## config.mk

```make
export PLATFORM = sky130hd
export DESIGN_NAME = utf8_char_position_tracker_core
export DESIGN_NICKNAME = d
export VERILOG_FILES = /design/src/sv/u8cpt_pkg.sv /design/src/sv/u8cpt_front.sv /design/src/sv/u8cpt_queue.sv /design/src/sv/u8cpt_back.sv /design/src/sv/utf8_char_position_tracker_core.sv
export SDC_FILE = /design/constraint.sdc
export NUM_CORES = 1
export LEC_CHECK = 0
export BUFFER_PORTS_ARGS = -buffer_cell sky130_fd_sc_hd__buf_2
export CORE_MARGIN = 2
export CORE_UTILIZATION = 45
export CTS_CLUSTER_SIZE = 28
export DETAILED_ROUTE_END_ITERATION = 6
export GPL_TIMING_DRIVEN = 0
export PLACE_DENSITY_LB_ADDON = 0.12
export SLEW_MARGIN = 10
export SYNTH_ARGS = -nofsm -noshare
export SYNTH_HDL_FRONTEND = slang
export SYNTH_SLANG_ARGS = --single-unit
```

## constraint.sdc

```tcl
create_clock -name clock -period 4.2 [get_ports clock]
set_input_delay 1.26 -clock clock [delete_from_list [all_inputs] [get_ports clock]]
set_output_delay 1.26 -clock clock [all_outputs]
set_load 0.1 [all_outputs]
```

## src/sv/u8cpt_pkg.sv

```systemverilog
// u8cpt_pkg: shared types and byte-class constants for the UTF-8 position tracker.
// No dependencies; imported by every module of the block.
`timescale 1ns / 1ps
`default_nettype none

package u8cpt_pkg;

   localparam logic [7:0] TRAIL_MASK  = 8'hC0;
   localparam logic [7:0] TRAIL_CODE  = 8'h80;
   localparam logic [7:0] LEAD2_MASK  = 8'hE0;
   localparam logic [7:0] LEAD2_CODE  = 8'hC0;
   localparam logic [7:0] LEAD3_MASK  = 8'hF0;
   localparam logic [7:0] LEAD3_CODE  = 8'hE0;
   localparam logic [7:0] LEAD4_MASK  = 8'hF8;
   localparam logic [7:0] LEAD4_CODE  = 8'hF0;

   localparam logic [2:0] LEN_NONE = 3'd0;
   localparam logic [2:0] LEN_ONE  = 3'd1;

   // One classified byte on its way from the front to the back.
   typedef struct packed {
      logic [7:0] data;      // the byte itself
      logic [2:0] grp_len;   // 2..4 for a lead with all its trailers present, else 0
      logic       trailer;   // byte is 10xxxxxx
      logic       last;      // final byte of the stream
   } job_type;

endpackage

`default_nettype wire

```

## src/sv/u8cpt_front.sv

```systemverilog
// u8cpt_front: accepts input words, keeps the three-byte lookahead window and
// classifies bytes into jobs; drains the window at end of stream. Uses u8cpt_pkg.
`timescale 1ns / 1ps
`default_nettype none

module u8cpt_front import u8cpt_pkg::*; (
   input  wire logic       clock,
   input  wire logic       reset,
   input  wire logic       req_valid,
   output logic            req_ready,
   input  wire logic [7:0] req_data_byte,
   input  wire logic       req_end_of_stream,
   output logic            push_valid,
   input  wire logic       push_ready,
   output job_type         push_job
);

   logic [7:0] win_ff [4];
   logic [7:0] win_in [4];
   logic [2:0] held_ff, held_in;
   logic       flush_ff, flush_in;
   logic       accept;
   logic       full_window;

   function automatic logic is_trailer(input logic [7:0] b);
      return (b & TRAIL_MASK) == TRAIL_CODE;
   endfunction

   // Classify b0 given up to three following bytes, avail of which exist.
   function automatic job_type classify(input logic [7:0] b0, input logic [7:0] b1,
                                        input logic [7:0] b2, input logic [7:0] b3,
                                        input logic [1:0] avail, input logic last);
      logic [2:0] len;
      logic       t1, t2, t3;
      logic       ok;
      job_type    j;
      len = LEN_NONE;
      if ((b0 & LEAD2_MASK) == LEAD2_CODE)      len = 3'd2;
      else if ((b0 & LEAD3_MASK) == LEAD3_CODE) len = 3'd3;
      else if ((b0 & LEAD4_MASK) == LEAD4_CODE) len = 3'd4;
      t1 = (avail >= 2'd1) && is_trailer(b1);
      t2 = (avail >= 2'd2) && is_trailer(b2);
      t3 = (avail == 2'd3) && is_trailer(b3);
      case (len)
         3'd2:    ok = t1;
         3'd3:    ok = t1 && t2;
         3'd4:    ok = t1 && t2 && t3;
         default: ok = 1'b0;
      endcase
      j.data    = b0;
      j.grp_len = ok ? len : LEN_NONE;
      j.trailer = is_trailer(b0);
      j.last    = last;
      return j;
   endfunction

   assign full_window = (held_ff == 3'd3);
   assign req_ready   = !flush_ff && (!full_window || req_end_of_stream || push_ready);
   assign accept      = req_valid && req_ready;

   always_comb begin
      // flush drains from the window; steady state classifies the oldest held byte
      if (flush_ff) begin
         push_valid = 1'b1;
         push_job   = classify(win_ff[0], win_ff[1], win_ff[2], win_ff[3],
                               2'(held_ff - 3'd1), held_ff == 3'd1);
      end else begin
         push_valid = req_valid && !req_end_of_stream && full_window;
         push_job   = classify(win_ff[0], win_ff[1], win_ff[2], req_data_byte,
                               2'd3, 1'b0);
      end
   end

   always_comb begin
      win_in   = win_ff;
      held_in  = held_ff;
      flush_in = flush_ff;
      if (flush_ff) begin
         if (push_ready) begin
            win_in[0] = win_ff[1];
            win_in[1] = win_ff[2];
            win_in[2] = win_ff[3];
            held_in   = held_ff - 3'd1;
            if (held_ff == 3'd1) flush_in = 1'b0;
         end
      end else if (accept) begin
         if (req_end_of_stream) begin
            win_in[held_ff[1:0]] = req_data_byte;
            held_in  = held_ff + 3'd1;
            flush_in = 1'b1;
         end else if (full_window) begin
            win_in[0] = win_ff[1];
            win_in[1] = win_ff[2];
            win_in[2] = req_data_byte;
         end else begin
            win_in[held_ff[1:0]] = req_data_byte;
            held_in = held_ff + 3'd1;
         end
      end
   end

   always_ff @(posedge clock) begin
      if (reset) begin
         held_ff  <= 3'd0;
         flush_ff <= 1'b0;
      end else begin
         held_ff  <= held_in;
         flush_ff <= flush_in;
      end
   end

   always_ff @(posedge clock) begin
      win_ff <= win_in;
   end

endmodule

`default_nettype wire

```

## src/sv/u8cpt_queue.sv

```systemverilog
// u8cpt_queue: two-entry job queue between front and back.
// Uses job_type from u8cpt_pkg.
`timescale 1ns / 1ps
`default_nettype none

module u8cpt_queue import u8cpt_pkg::*; (
   input  wire logic    clock,
   input  wire logic    reset,
   input  wire logic    push_valid,
   output logic         push_ready,
   input  wire job_type push_job,
   output logic         pop_valid,
   input  wire logic    pop_ready,
   output job_type      pop_job
);

   job_type    mem_ff [2];
   logic       wr_ptr_ff, wr_ptr_in;
   logic       rd_ptr_ff, rd_ptr_in;
   logic [1:0] count_ff, count_in;
   logic       do_push, do_pop;

   assign push_ready = (count_ff != 2'd2);
   assign pop_valid  = (count_ff != 2'd0);
   assign pop_job    = mem_ff[rd_ptr_ff];
   assign do_push    = push_valid && push_ready;
   assign do_pop     = pop_valid && pop_ready;

   always_comb begin
      wr_ptr_in = do_push ? ~wr_ptr_ff : wr_ptr_ff;
      rd_ptr_in = do_pop ? ~rd_ptr_ff : rd_ptr_ff;
      count_in  = count_ff + 2'(do_push) - 2'(do_pop);
   end

   always_ff @(posedge clock) begin
      if (reset) begin
         wr_ptr_ff <= 1'b0;
         rd_ptr_ff <= 1'b0;
         count_ff  <= 2'd0;
      end else begin
         wr_ptr_ff <= wr_ptr_in;
         rd_ptr_ff <= rd_ptr_in;
         count_ff  <= count_in;
      end
   end

   always_ff @(posedge clock) begin
      if (do_push) mem_ff[wr_ptr_ff] <= push_job;
   end

endmodule

`default_nettype wire

```

## src/sv/u8cpt_back.sv

```systemverilog
// u8cpt_back: applies jobs to the character counter and group state and
// drives the registered result word. Uses u8cpt_pkg.
`timescale 1ns / 1ps
`default_nettype none

module u8cpt_back import u8cpt_pkg::*; #(
   parameter int INDEX_WIDTH = 32
) (
   input  wire logic        clock,
   input  wire logic        reset,
   input  wire logic        pop_valid,
   output logic             pop_ready,
   input  wire job_type     pop_job,
   input  wire logic        csr_wr_en,
   input  wire logic [31:0] csr_wr_data,
   output logic             rsp_valid,
   input  wire logic        rsp_ready,
   output logic [7:0]       rsp_out_byte,
   output logic [31:0]      rsp_char_index,
   output logic             rsp_starts_char,
   output logic [2:0]       rsp_char_len,
   output logic             rsp_last
);

   localparam logic [INDEX_WIDTH-1:0] IDX_ONE = INDEX_WIDTH'(1);

   logic [31:0]            start_ff, start_in;
   logic [INDEX_WIDTH-1:0] counter_ff, counter_in, counter_now;
   logic [1:0]             trailers_left_ff, trailers_left_in, trailers_left_now;
   logic [2:0]             group_len_ff, group_len_in, group_len_now;
   logic                   take;
   logic                   starts_now;
   logic [2:0]             len_now;
   logic                   rsp_valid_ff, rsp_valid_in;
   logic [7:0]             out_byte_ff;
   logic [31:0]            char_index_ff;
   logic                   starts_char_ff, last_ff;
   logic [2:0]             char_len_ff;

   assign pop_ready = !rsp_valid_ff || rsp_ready;
   assign take      = pop_valid && pop_ready;

   // state after the popped byte is counted
   always_comb begin
      if (pop_job.grp_len != LEN_NONE) begin
         counter_now       = counter_ff + IDX_ONE;
         trailers_left_now = 2'(pop_job.grp_len - 3'd1);
         group_len_now     = pop_job.grp_len;
         starts_now        = 1'b1;
         len_now           = pop_job.grp_len;
      end else if (pop_job.trailer && trailers_left_ff != 2'd0) begin
         counter_now       = counter_ff;
         trailers_left_now = trailers_left_ff - 2'd1;
         group_len_now     = group_len_ff;
         starts_now        = 1'b0;
         len_now           = group_len_ff;
      end else begin
         counter_now       = counter_ff + IDX_ONE;
         trailers_left_now = 2'd0;
         group_len_now     = LEN_ONE;
         starts_now        = 1'b1;
         len_now           = LEN_ONE;
      end
   end

   always_comb begin
      start_in         = start_ff;
      counter_in       = counter_ff;
      trailers_left_in = trailers_left_ff;
      group_len_in     = group_len_ff;
      if (take) begin
         if (pop_job.last) begin
            // stream done: next stream numbers from start again
            counter_in       = INDEX_WIDTH'(start_ff) - IDX_ONE;
            trailers_left_in = 2'd0;
            group_len_in     = LEN_ONE;
         end else begin
            counter_in       = counter_now;
            trailers_left_in = trailers_left_now;
            group_len_in     = group_len_now;
         end
      end
      if (csr_wr_en) begin
         start_in   = csr_wr_data;
         counter_in = INDEX_WIDTH'(csr_wr_data) - IDX_ONE;
      end
      if (take)           rsp_valid_in = 1'b1;
      else if (rsp_ready) rsp_valid_in = 1'b0;
      else                rsp_valid_in = rsp_valid_ff;
   end

   always_ff @(posedge clock) begin
      if (reset) begin
         start_ff         <= 32'd0;
         counter_ff       <= '1;
         trailers_left_ff <= 2'd0;
         group_len_ff     <= LEN_ONE;
         rsp_valid_ff     <= 1'b0;
      end else begin
         start_ff         <= start_in;
         counter_ff       <= counter_in;
         trailers_left_ff <= trailers_left_in;
         group_len_ff     <= group_len_in;
         rsp_valid_ff     <= rsp_valid_in;
      end
   end

   always_ff @(posedge clock) begin
      if (take) begin
         out_byte_ff    <= pop_job.data;
         char_index_ff  <= 32'(counter_now);
         starts_char_ff <= starts_now;
         char_len_ff    <= len_now;
         last_ff        <= pop_job.last;
      end
   end

   assign rsp_valid       = rsp_valid_ff;
   assign rsp_out_byte    = out_byte_ff;
   assign rsp_char_index  = char_index_ff;
   assign rsp_starts_char = starts_char_ff;
   assign rsp_char_len    = char_len_ff;
   assign rsp_last        = last_ff;

   a_open_group: assert property (@(posedge clock) disable iff (reset)
      trailers_left_ff < group_len_ff)
      else $error("trailer count not below group length");

   a_cont_len: assert property (@(posedge clock) disable iff (reset)
      rsp_valid_ff && !starts_char_ff |-> char_len_ff >= 3'd2 && char_len_ff <= 3'd4)
      else $error("continuation byte outside a multi-byte group");

   a_last_clears: assert property (@(posedge clock) disable iff (reset)
      take && pop_job.last |=> trailers_left_ff == 2'd0 && group_len_ff == LEN_ONE)
      else $error("group state not cleared at end of stream");

endmodule

`default_nettype wire

```

## src/sv/utf8_char_position_tracker_core.sv

```systemverilog
// UTF-8 character position tracker, top level.
// Instantiates u8cpt_front, u8cpt_queue and u8cpt_back; uses u8cpt_pkg.
//
// Usage:
//  - req_* : byte stream, valid/ready. req_end_of_stream marks the final byte.
//  - rsp_* : one word per input byte, in order, with the character index,
//    start-of-character flag, character length and a last flag.
//  - csr_* : start_index register, written with csr_wr_en; also restarts the
//    numbering. Write only while the block is idle.
// A byte is reported once three later bytes have arrived; its job then passes
// a queue entry and the output register on its way to rsp. Throughput: one
// byte per cycle in steady state while rsp_ready holds, set by the single job
// path front -> queue -> back. A final byte drains the window: held bytes plus
// the final one leave one per cycle while the queue has room, with req_ready low.
// Reset clears the window, queue, and group state and sets start_index to 0.
// A stalled receiver fills the output register and the two-entry queue,
// after which req_ready drops as soon as the window is full.
`timescale 1ns / 1ps
`default_nettype none

module utf8_char_position_tracker_core import u8cpt_pkg::*; #(
   parameter int INDEX_WIDTH = 32
) (
   input  wire logic        clock,
   input  wire logic        reset,
   input  wire logic        req_valid,
   output logic             req_ready,
   input  wire logic [7:0]  req_data_byte,
   input  wire logic        req_end_of_stream,
   output logic             rsp_valid,
   input  wire logic        rsp_ready,
   output logic [7:0]       rsp_out_byte,
   output logic [31:0]      rsp_char_index,
   output logic             rsp_starts_char,
   output logic [2:0]       rsp_char_len,
   output logic             rsp_last,
   input  wire logic        csr_wr_en,
   input  wire logic [31:0] csr_wr_data
);

   // front -> queue
   logic    push_valid, push_ready;
   job_type push_job;
   // queue -> back
   logic    pop_valid, pop_ready;
   job_type pop_job;

   u8cpt_front u_front (
      .clock             (clock),
      .reset             (reset),
      .req_valid         (req_valid),
      .req_ready         (req_ready),
      .req_data_byte     (req_data_byte),
      .req_end_of_stream (req_end_of_stream),
      .push_valid        (push_valid),
      .push_ready        (push_ready),
      .push_job          (push_job)
   );

   u8cpt_queue u_queue (
      .clock      (clock),
      .reset      (reset),
      .push_valid (push_valid),
      .push_ready (push_ready),
      .push_job   (push_job),
      .pop_valid  (pop_valid),
      .pop_ready  (pop_ready),
      .pop_job    (pop_job)
   );

   // counter width follows INDEX_WIDTH; rsp_char_index shows its low 32 bits
   u8cpt_back #(
      .INDEX_WIDTH (INDEX_WIDTH)
   ) u_back (
      .clock           (clock),
      .reset           (reset),
      .pop_valid       (pop_valid),
      .pop_ready       (pop_ready),
      .pop_job         (pop_job),
      .csr_wr_en       (csr_wr_en),
      .csr_wr_data     (csr_wr_data),
      .rsp_valid       (rsp_valid),
      .rsp_ready       (rsp_ready),
      .rsp_out_byte    (rsp_out_byte),
      .rsp_char_index  (rsp_char_index),
      .rsp_starts_char (rsp_starts_char),
      .rsp_char_len    (rsp_char_len),
      .rsp_last        (rsp_last)
   );

endmodule

`default_nettype wire

```

Word-level counts from Yosys, hierarchy flattened

Memories as Yosys holds them, arrays and structs flattened. A register that Yosys moved wholly into a read port is not among the register bits.
Index checks and enable logic that the tools add are counted.

Add/sub/neg operators: 9
Multipliers: 0
Divide/modulo/power cells: 0
Magnitude comparators: 4
Eq/ne operators: 21
Shifts and indexed selects: 0
Muxes and demuxes: 50
Bitwise logic cells: 4
Reductions and logical operators: 31

Operators by type and width:

| kind                                                                  | number |
|---|---|
| 32-bit 2-to-1 mux                                                     | 7 |
| 24-bit 2-to-1 mux                                                     | 3 |
| 32-bit by 1-bit subtractor with 32-bit output, second input constant  | 2 |
| 3-bit 2-to-1 mux                                                      | 15 |
| 32-bit by 1-bit adder with 32-bit output, second input constant       | 1 |
| 32-bit bitwise mux                                                    | 1 |
| 8-bit demux with 2-bit select                                         | 1 |
| 8-bit 2-to-1 mux                                                      | 2 |
| 3-bit by 2-bit equality test with 1-bit output, second input constant | 5 |
| 1-bit logical AND                                                     | 15 |
| 1-bit 2-to-1 mux                                                      | 15 |
| 2-bit equality test, second input constant                            | 6 |
| 2-bit nonzero test                                                    | 5 |
| 3-bit equality test, second input constant                            | 3 |
| 2-bit 2-to-1 mux                                                      | 3 |
| 1-bit one-hot mux with 3 select lines                                 | 2 |
| 3-bit AND reduction                                                   | 2 |
| 5-bit equality test, second input constant                            | 1 |
| 5-bit 2-to-1 mux                                                      | 1 |
| 4-bit equality test, second input constant                            | 1 |
| 1-bit logical NOT                                                     | 4 |
| 2-bit inequality test, second input constant                          | 2 |
| 2-bit by 1-bit subtractor with 2-bit output, second input constant    | 2 |
| 3-bit by 1-bit adder with 3-bit output, second input constant         | 1 |
| 15 further kinds                                                      | 19 |

Register bits: 155
Bits in latches: 0
RAM bits: 26
Memory bits (read-only): 0
Bits of input ports: 46
Output and inout bits: 47
Word-level logic and storage cells: 139
Memories: 1

Memory list:

| name           | words | width | read ports | clocked after memory_dff | wr ports | line              | source |
|---|---|---|---|---|---|---|---|
| u_queue.mem_ff | 2     | 13    | 1          | 1                        | 1        | u8cpt_queue.sv:17 | `job_type mem_ff [2];` |

Logic depth before layout (Yosys ltp)

Depth in word-level cells: 10
Gate-level depth with buffers: 11
Depth with buffers taken out: 10

By module

A second synthesis with hierarchy kept.

Cells, all modules: 930
Area total of the unflattened synthesis: 9464.1 sq um

Modules (own cells, without submodules):

| module      | instances | cells each | area an instance (sq um) | seq. area each (sq um) |
|---|---|---|---|---|
| u8cpt_back  | 1         | 685        | 6318.6                   | 2752.6 |
| u8cpt_front | 1         | 181        | 1973.1                   | 1041.0 |
| u8cpt_queue | 1         | 64         | 1172.4                   | 880.8 |

Least setup slack after synthesis

No wires, ideal clock.

Path type: input -> register
Start: input rsp_ready
End: register u_queue.count_ff[1]
Library setup time: 0.128 ns
Arrival: 4.046 ns
Data required time: 4.072 ns
Path slack: 0.026 ns
Stages: 9
Buffers on the path: 0
Cell sequence: nand2b_1 > o21ai_1 > clkinv_1 > ha_1 > inv_1 > ha_1 > xor2_1 > xnor2_1 > nor2_1

Cells in the longest elaborated chain, start to end: 3

RTL lines:

| element                                     | line                                  | source |
|---|---|---|
| start, declared                             | utf8_char_position_tracker_core.sv:31 | `input wire logic rsp_ready,` |
| 1-bit logical OR                            | u8cpt_back.sv:40                      | `assign pop_ready = !rsp_valid_ff \|\| rsp_ready;` |
| 1-bit logical AND                           | u8cpt_queue.sv:27                     | `assign do_pop = pop_valid && pop_ready;` |
| 2-bit by 1-bit subtractor with 2-bit output | u8cpt_queue.sv:32                     | `count_in = count_ff + 2'(do_push) - 2'(do_pop);` |
| end signal, assigned                        | u8cpt_queue.sv:43                     | `count_ff <= count_in;` |
| end, declared                               | u8cpt_queue.sv:20                     | `logic [1:0] count_ff, count_in;` |

No other way between the ends.
A chain may end at the register's enable or synchronous reset.

==> metrics.cfg <==
[run_status]
status = complete, no violations

[clock_network]
clkSinkCount = 182
postCtsSetupBuffers = 0
cts_root_buf = clkbuf_16
cts_resized = 0
ctsHoldBuffers = 0
max-clock-path-buffers = 2
cts_inserted_buffers = 17
clkTransAtPathRegs_ps = 80
tritoncts = yes
worst_skew_pair.late_latency_ps = 430
h-tree-depth = 4

[timing]
tightest_slew_ps = 1080
min_period_ps = 3770
fin_crit_sh = 0.897
fin_worst_skew_ps = 13.2
setup_viol_count_final = 0
hold_slack_ps = 481
final.setup.tns_ps = 0
slew_viol_final = 0
rsz0062_at_grt = no
fmax_ghz = 0.266
hold_violations = 0
slew_headroom = 0.270

[floorplanning]
die-area_mm2 = 0.0217
initial_core_util = 0.457
die_w_um = 147
fp-row-count = 52
dieHeight_um = 147
core_area_mm2 = 0.0202
io_pins = 93

[detailed_routing]
dr.pass1.iters = 6
routed_wl_um = 24500
vias = 7343
wl_per_cell_um = 18.9
final_antenna_net_count = 0
drtIter0Drc = 677
drcViolationCount = 0
via_per_inst = 5.66

[synth]
ys_async_sr_fraction = 0
synthCells = 902
synth-edff-count = 103
syn_avg_cell_area_um2 = 10.2
synth_seq_cells = 182
synthesis.area_mm2 = 0.00922
yosys_warnings = 0
synth_cell_types = 69
synthFlopType = edfxtp_1
synth_nets = 962
synth_seq_area_share = 0.507

[grt]
grt_remaining_overflow = 0
grt_pass1_vias = 6927
grt_pass1_wl_um = 38700
grt_max_degree = 47
antenna_found_initial = 3
grt.total_usage = 0.229

[setup_path]
crit_top_cell = inv_1
crit_path_start_kind = flip-flop
critPathSlowestCell = o41ai_2
cp-end-kind = flip-flop
slowest_delay_ps = 970
reg2reg_slack_ps = 430
ff2ff_path_depth = 10
path_depth = 10
path_buf_inv = 3
worstPathMaxFanout = 10
cp_top_family = compound AO/OA/AOI/OAI gates
cp_data_arrival_time_ps = 4080
r2r-end = u_back.counter_ff[15]
critPathKind = flip-flop to flip-flop
cp.required_ps = 4520
crit_path_end = u_back.counter_ff[15]
path_cells = buf_1, mux2_2, inv_1, ha_1, inv_1, o41ai_2, nor2_1, nand2_1, xnor2_1, a221o_1

[power]
p_sw_mw = 3.11
p_clk_frac = 0.233
seqPwrFrac = 0.371
peakVddDrop_v = 0.000303
combPwrFrac = 0.395
intPower_mw = 3.89
p_sw_frac = 0.445
power_density_mw_per_mm2 = 655
leakage_nw = 4.04

[cells_and_area]
drive_gt1_frac = 0.152
area_growth_syn_to_layout_pct = 15.7
layout_commonest_cell = edfxtp_1
fill_cells = 1848
nets = 1074
layout_common_cells = 103 x edfxtp_1, 92 x buf_2, 89 x nor2_1
finalNonFillerCells = 1298

[place]
dp.cells = 1265
portBuffers = 91
dpl.hpwl_um = 18200
routabilityCongestion = 0.897

[worst_hold_path]
hp-class = flip-flop to flip-flop

[flow_run]
max-cap-violations = 0

-- power by group through the flow --
stage          combinational [mW]  clock (mW)  sequential, mW
6_report                     2.77        1.63            2.60
5_1_grt                      2.95        1.72            2.64
4_1_cts                      2.77        1.66            2.59
3_5_place_dp                 2.76           0            2.63
3_3_place_gp                 2.70           0            2.64
2_1_floorplan                1.07           0            3.68
-- layer usage --
layer | part of all wire | track usage | vias to the layer above | routed length (µm)
li1 | - | - | 3550 | -
met1 | 0.46 | 0.317 | 3491 | 11200
met2 | 0.45 | 0.361 | 251 | 11100
met3 | 0.058 | 0.0419 | 47 | 1420
met4 | 0.029 | 0.0841 | 4 | 709
met5 | 0.0010 | 0 | - | 25
-- stage by stage --
stage               instance area, µm²  power, mW  utilization  setup slack [ps]
floorplan                         9220       4.75            -              26.0
global placement                 10000       5.34        0.497             -1650
detailed placement               10100       5.39        0.499               108
CTS                              10700       7.02        0.529               440
global route                     10700       7.31        0.529               151
finish                           10700       6.99        0.529               434
-- kinds of logic (layout without fill, tap and decap cells) --
family,Yosys count,in the layout,share of synthesized area
AO/OA/AOI/OAI,168,168,0.118
XOR/XNOR,84,84,0.0798
adder cells (fa/ha/maj),14,14,0.0190
buffers and inverters,72,197,0.0302
flip-flops,182,182,0.507
multiplexers,69,69,0.0762
other,0,1,0
AND/OR/NAND/NOR,313,313,0.170
-- registers in the layout, summed over array words and instances (netlist names), 2 cells and up, named ones only --
signal	count
u_back.counter_ff	32
u_back.rsp_char_index	32
u_back.start_ff	32
u_queue.mem_ff	26
u_front.win_ff	24
u_back.rsp_out_byte	8
u_back.group_len_ff	3
u_back.rsp_char_len	3
u_front.held_ff	3
u_back.trailers_left_ff	2
u_queue.count_ff	2
-- final cells by class --
cell class | instances | area (µm²) | share of cell area
sequential | 182 | 4670 | 0.438
tap | 270 | 338 | 0.0316
clock inverter | 15 | 183 | 0.0171
multi-input combinational | 648 | 4280 | 0.401
timing repair buffer | 93 | 490 | 0.0459
clock buffer | 17 | 425 | 0.0398
antenna | 1 | 2.50 | 0.000234
buffer | 45 | 178 | 0.0166
inverter | 27 | 103 | 0.00961
-- worst reg2reg max path, delay by kind of cell, from the launching register on --
kind	cells	cell delay (ps)
compound gates	2	1310
buf+inv	3	640
simple gates	2	560
mux	1	450
flops	1	420
xor+xnor	1	140
fa+ha+maj	1	130
-- synthesized netlist by cell type, types with 2 or more instances --
cell type	count	share of area
edfxtp_1	103	0.34
xor2_1	37	0.035
nand2b_1	5	0.0034
and2_1	2	0.0014
and4_1	3	0.0028
nand2_1	71	0.029
clkbuf_1	37	0.015
nor4_1	27	0.018
buf_1	6	0.0024
o211ai_1	4	0.0033
o21ai_0	64	0.035
a21oi_1	29	0.016
o31a_1	2	0.0019
o22ai_1	5	0.0034
or4_4	4	0.0049
o22a_1	2	0.0019
mux2i_1	59	0.064
o41ai_1	3	0.0028
a211oi_1	3	0.0024
xnor2_1	47	0.045
a22oi_1	6	0.0049
nor2_1	89	0.036
a211o_1	3	0.0028
dfxtp_1	79	0.17
a31oi_1	6	0.0041
inv_1	26	0.011
nor3_1	32	0.017
or3_1	12	0.0081
nand3_1	20	0.011
a221o_1	7	0.0076
mux2_2	10	0.012
a2bb2oi_1	2	0.0019
or3_2	2	0.0016
a21o_1	2	0.0016
or2_2	4	0.0027
nand4_1	7	0.0047
nor3b_1	3	0.0024
and3_1	7	0.0047
or4_1	11	0.0090
a221oi_1	12	0.011
o31ai_1	3	0.0024
nor2b_1	6	0.0041
ha_1	14	0.019
-- worst min path at each step --
stage	slack [ps]	cells past startpoint	startpoint	endpoint
floorplan	440	0	u_front.win_ff[24]	u_queue.mem_ff[0][5]
global route	500	0	u_front.win_ff[25]	u_queue.mem_ff[0][6]
CTS	480	0	u_front.win_ff[25]	u_queue.mem_ff[0][6]
finish	480	0	u_front.win_ff[25]	u_queue.mem_ff[0][6]
global placement	460	0	u_front.win_ff[25]	u_queue.mem_ff[0][6]
detailed placement	460	0	u_front.win_ff[25]	u_queue.mem_ff[0][6]
Power figures use the tool's default switching activity.
